[config.mk]
export PLATFORM = sky130hd
export DESIGN_NAME = ogne_ctrl
export DESIGN_NICKNAME = d
export VERILOG_FILES = /design/src/rtl/core/ogne_pkg.sv /design/src/rtl/core/ogne_ctrl.sv
export SDC_FILE = /design/constraint.sdc
export NUM_CORES = 1
export LEC_CHECK = 0
export BUFFER_PORTS_ARGS = -buffer_cell sky130_fd_sc_hd__buf_2
export CORE_AREA = 2 2 39 41
export CTS_BUF_LIST = sky130_fd_sc_hd__clkbuf_16
export DETAILED_ROUTE_END_ITERATION = 10
export DIE_AREA = 0 0 41 43
export GPL_TIMING_DRIVEN = 1
export PLACE_DENSITY = 0.62
export REMOVE_ABC_BUFFERS = 1
export SETUP_SLACK_MARGIN = 0.2
export SYNTH_ARGS = -nofsm -noshare
export SYNTH_HDL_FRONTEND = slang
export SYNTH_SLANG_ARGS = --single-unit
[constraint.sdc]
create_clock -name clk_i -period 2.45 [get_ports clk_i]
set_clock_uncertainty 0.2 [all_clocks]
set_input_delay 0.735 -clock clk_i [delete_from_list [all_inputs] [get_ports clk_i]]
set_output_delay 0.735 -clock clk_i [all_outputs]
set_load 0.05 [all_outputs]
[src/rtl/core/ogne_pkg.sv]
// Package of the occupancy grid neighbor expander.
// Holds grid constants, step tables, codes, controller types and helper functions.
// Depends on nothing; every other file of the block imports it.
package ogne_pkg;

  localparam int MAX_WIDTH  = 256;
  localparam int MAX_HEIGHT = 256;
  localparam int CELLS      = MAX_WIDTH * MAX_HEIGHT;
  localparam int ADDR_W     = $clog2(CELLS);

  typedef logic [ADDR_W-1:0] addr_t;
  typedef logic signed [9:0] coord_t;
  typedef logic [8:0]        dim_t;

  typedef enum logic [1:0] {
    ACT_WRITE  = 2'd0,
    ACT_READ   = 2'd1,
    ACT_EXPAND = 2'd2
  } action_e;

  typedef enum logic [2:0] {
    ST_CLEAR,
    ST_IDLE,
    ST_WRITE,
    ST_READ,
    ST_READ_WAIT,
    ST_EXPAND,
    ST_TAIL,
    ST_FINISH
  } state_e;

  localparam logic [1:0] CS_FREE    = 2'd0;
  localparam logic [1:0] CS_BLOCKED = 2'd1;
  localparam logic [1:0] CS_DYNAMIC = 2'd2;

  localparam logic [1:0] CFG_WIDTH  = 2'd0;
  localparam logic [1:0] CFG_HEIGHT = 2'd1;
  localparam logic [1:0] CFG_DIAG   = 2'd2;

  localparam logic [1:0] DIR_E = 2'd0;
  localparam logic [1:0] DIR_W = 2'd1;
  localparam logic [1:0] DIR_S = 2'd2;
  localparam logic [1:0] DIR_N = 2'd3;

  localparam logic [2:0] LAST_CARD = 3'd3;
  localparam logic [2:0] LAST_DIAG = 3'd7;

  localparam logic signed [1:0] STEP_DX [8] = '{
    2'sb01, 2'sb11, 2'sb00, 2'sb00, 2'sb01, 2'sb01, 2'sb11, 2'sb11
  };
  localparam logic signed [1:0] STEP_DY [8] = '{
    2'sb00, 2'sb00, 2'sb01, 2'sb11, 2'sb01, 2'sb11, 2'sb01, 2'sb11
  };

  typedef struct packed {
    logic       load;
    logic       clear;
    logic       write;
    logic       read_cell;
    logic       issue;
    logic [2:0] idx;
    logic       finish;
  } ogne_cmd_t;

  typedef struct packed {
    logic clear_done;
    logic diag_mode;
  } ogne_status_t;

  function automatic dim_t cap_dim(dim_t v, int lim);
    if (int'(v) > lim) begin
      return dim_t'(lim);
    end
    return v;
  endfunction

  function automatic logic in_grid(coord_t x, coord_t y, dim_t cols, dim_t rows);
    return (x >= 0) && (y >= 0) &&
           (x < coord_t'({1'b0, cols})) && (y < coord_t'({1'b0, rows}));
  endfunction

  function automatic addr_t cell_addr(coord_t x, coord_t y);
    return addr_t'(int'(y[8:0]) * MAX_WIDTH + int'(x[8:0]));
  endfunction

endpackage

[src/rtl/core/ogne_ctrl.sv]
// Controller of the occupancy grid neighbor expander.
// Sequences clearing, cell writes, reads and neighbor expansion; imports ogne_pkg.
// Drives the datapath through command signals and watches its status.
module ogne_ctrl import ogne_pkg::*; (
  input  logic         clk_i,
  input  logic         rst_ni,
  input  logic         start_i,
  input  logic [1:0]   action_i,
  input  ogne_status_t status_i,
  output ogne_cmd_t    cmd_o,
  output logic         busy_o
);

  state_e     state_q, state_d;
  logic [2:0] step_q, step_d;
  logic       last_step;

  assign last_step = (step_q == (status_i.diag_mode ? LAST_DIAG : LAST_CARD));

  always_ff @(posedge clk_i or negedge rst_ni) begin
    if (!rst_ni) begin
      state_q <= ST_CLEAR;
      step_q  <= '0;
    end else begin
      state_q <= state_d;
      step_q  <= step_d;
    end
  end

  always_comb begin
    state_d = state_q;
    step_d  = step_q;
    case (state_q)
      ST_CLEAR: begin
        if (status_i.clear_done) begin
          state_d = ST_IDLE;
        end
      end
      ST_IDLE: begin
        step_d = '0;
        if (start_i) begin
          case (action_e'(action_i))
            ACT_WRITE:  state_d = ST_WRITE;
            ACT_READ:   state_d = ST_READ;
            ACT_EXPAND: state_d = ST_EXPAND;
            default:    state_d = ST_IDLE;
          endcase
        end
      end
      ST_WRITE:     state_d = ST_IDLE;
      ST_READ:      state_d = ST_READ_WAIT;
      ST_READ_WAIT: state_d = ST_IDLE;
      ST_EXPAND: begin
        step_d = step_q + 3'd1;
        if (last_step) begin
          state_d = ST_TAIL;
        end
      end
      ST_TAIL:   state_d = ST_FINISH;
      ST_FINISH: state_d = ST_IDLE;
      default:   state_d = ST_IDLE;
    endcase
  end

  always_comb begin
    cmd_o           = '0;
    cmd_o.idx       = step_q;
    cmd_o.load      = (state_q == ST_IDLE) && start_i;
    cmd_o.clear     = (state_q == ST_CLEAR);
    cmd_o.write     = (state_q == ST_WRITE);
    cmd_o.read_cell = (state_q == ST_READ);
    cmd_o.issue     = (state_q == ST_EXPAND);
    cmd_o.finish    = (state_q == ST_FINISH);
    busy_o          = (state_q != ST_IDLE);
  end

endmodule

==> metrics.yaml <==
async_flop_share_pct: 100
drc: 0
worst_ep_required_time_ns: 1.51
synth-main-ff-cell: "dfrtp_1"
cts_root_buf: "clkbuf_16"
synth_area_leaders: "dfrtp_1 (39%), nand2b_4 (7.1%), inv_1 (3.9%), nor2_1 (3.9%), ha_1 (3.2%)"
drv_slew: 0
grt_pass1_vias: 286
grt_usage_pct: 11.0
dp_hpwl_um: 658
stdcell_area_um2: 583
synthCells: 43
vias_per_cell: 4.87
dp_slack_ns: 0.288
wl_per_cell_um: 10.8
path_delay_family: "flip-flops"
yosysSeqAreaShare_pct: 38.6
synth.avg_cell_area_um2: 9.05
dpl-instance-area_um2: 484
holdWs_ns: 0.133
critPathLaunchType: "flop"
p_per_area_mw_per_mm2: 1740
multiInputGateArea_um2: 208
clock_tree.buffer_depth: 2
clk_pin_slew_ns: 0.04
synth_top_area_share_pct: 38.6
nFillCells: 134
cpPeakStageDelay_ns: 0.44
timing.final.crit_share_pct: 90.2
crit_fanout: 7
crit_path_end_kind: "output pin"
path_buf_inv: 1
ios: 17
ant_nets: 0
die_area_mm2: 0.00176
drive_gt1_share_pct: 47.6
min_period_ns: 2.21
portBuffers: 16
setup_viol_count_final: 0
synth_edf_count: 0
cts-buffers-inserted: 3
yosysWarnings: 0
power_mw: 1.02
tightest_slew_ns: 0.255
peakVddDrop_uv: 947
min_path_type: "input pin to asynchronous set/reset pin"
drt_iter0_markers: 10
status: "completed"
dr.pass1.iters: 4
p_leak_nw: 0.297
ctsHtreeMaxLevel: 1
cpMaxStageDelayCell: "dfrtp_2"
rsz0062_at_grt: "false"
wl_um: 856
finalNetCount: 73
gp_congestion: 0.798
cp.arrival_ns: 1.28
fin_ws_ns: 0.239
grt_pass1_wl_um: 1280
cap_violations: 0
antenna-diode-count: 0
slew_headroom_pct: 82.9
rows: 14
tritoncts: "yes"
clock_latency_ns: 0.23
cp_common_cell: "nand2b_4"
cts_hold_buffers: 0
fmax_mhz: 452
antenna_found_initial: 0
yosysTopAreaCell: "dfrtp_1"
postLayoutCoreUtil_pct: 42.1
netlist_area_um2: 389
initial_core_util_pct: 28.1
critPathKind: "flop to output pin"
path_cells: "nand2b_4 > nand2b_4 > nor2_1 > buf_6"
syn2layout_area_growth_pct: 49.8
die_w_um: 41
core-area_mm2: 0.00138
via_count: 385
hold_viol: 0
cts_sinks: 6
synth_cell_types: 26
seq_area_um2: 153
grt-ovfl-total: 0
place_inst: 74
grt_max_degree: 13
setup_tns_ns: 0
final_cell_count_no_fill: 79
die_height_um: 43
yosys_register_bits: 6
## sequential cells by signal, summed over array words and instances (netlist names)
register and cells:
step_q 3, state_q 3
## final timing paths
path / endpoint / cells past startpoint / slack [ns] / start
setup / recovery: cmd_o[8] / 4 / 0.24 / state_q[1]
hold / removal: state_q[0] / 1 / 0.13 / rst_ni
setup reg to reg: step_q[2] / 3 / 1.15 / state_q[1]
hold reg to reg: step_q[1] / 2 / 0.32 / step_q[1]
max in group asynchronous: state_q[1] / 1 / 1.75 / rst_ni
min in group clk_i: step_q[1] / 2 / 0.32 / step_q[1]
## power by group
group	switching (mW)	total [mW]	internal, mW	leakage, nW
combinational	0.376	0.563	0.186	0.188
sequential	0.0503	0.194	0.143	0.0719
clock	0.0516	0.261	0.209	0.0370
total	0.478	1.02	0.539	0.297
## layout by cell type, fill, tap and decap left out
cell,netlist,layout
mux2_2,1,1
dfrtp_2,0,2
a311oi_1,1,1
xnor2_1,1,1
a21oi_1,1,1
nand2b_4,2,2
inv_1,4,4
a32oi_1,1,1
nor3_2,1,1
a41oi_1,1,1
ha_1,1,1
buf_2,1,15
and3_1,1,1
nor2_2,1,1
nor2_1,4,4
buf_4,1,3
dfrtp_1,6,4
clkbuf_16,0,3
o21ai_1,1,1
nand2_1,3,3
a31oi_1,1,1
nand2b_1,2,2
nand3_1,1,1
o21ai_0,2,2
a22o_1,1,1
o32a_1,1,1
buf_6,0,1
nor3_1,2,2
inv_2,1,1
## final cells by class
cell class	instances	area share, %
Multi-Input combinational cell	30	35.6
Clock buffer	3	12.9
Tap cell	16	3.43
Inverter	5	3.22
Sequential cell	6	26.2
Timing Repair Buffer	19	18.7
## metal layers
metal,track usage (%),part of all wire [%],up-vias,routed length (um)
met3,6.28,6.9,0,59
met5,0,0,-,0
li1,-,-,191,-
met4,4.00,0,0,0
met1,16.1,47,185,401
met2,13.1,46,9,395
## synth_stat cells, types with 2 or more instances
| library cell | count |
|---|---|
| nand2b_4 | 2 |
| nor3_1 | 2 |
| dfrtp_1 | 6 |
| nand2_1 | 3 |
| nand2b_1 | 2 |
| inv_1 | 4 |
| o21ai_0 | 2 |
| nor2_1 | 4 |
## what timing repair did
item                                    in CTS  in global routing
gates resized for setup                      2                  2
buffers inserted                             0                  2
cloned                                       0                  0
endpoints found under the setup margin       1                  2
## kinds of logic (layout without fill, tap and decap cells)
kind of cell	count (synthesis)	after routing	synth area share (%)
fa+ha+maj	1	1	3.21
flops	6	6	38.6
simple gates	17	17	26.7
mux	1	1	2.89
xor+xnor	1	1	2.25
compound gates	10	10	18.3
buf+inv	7	27	8.04
Power figures use the tool's default switching activity.
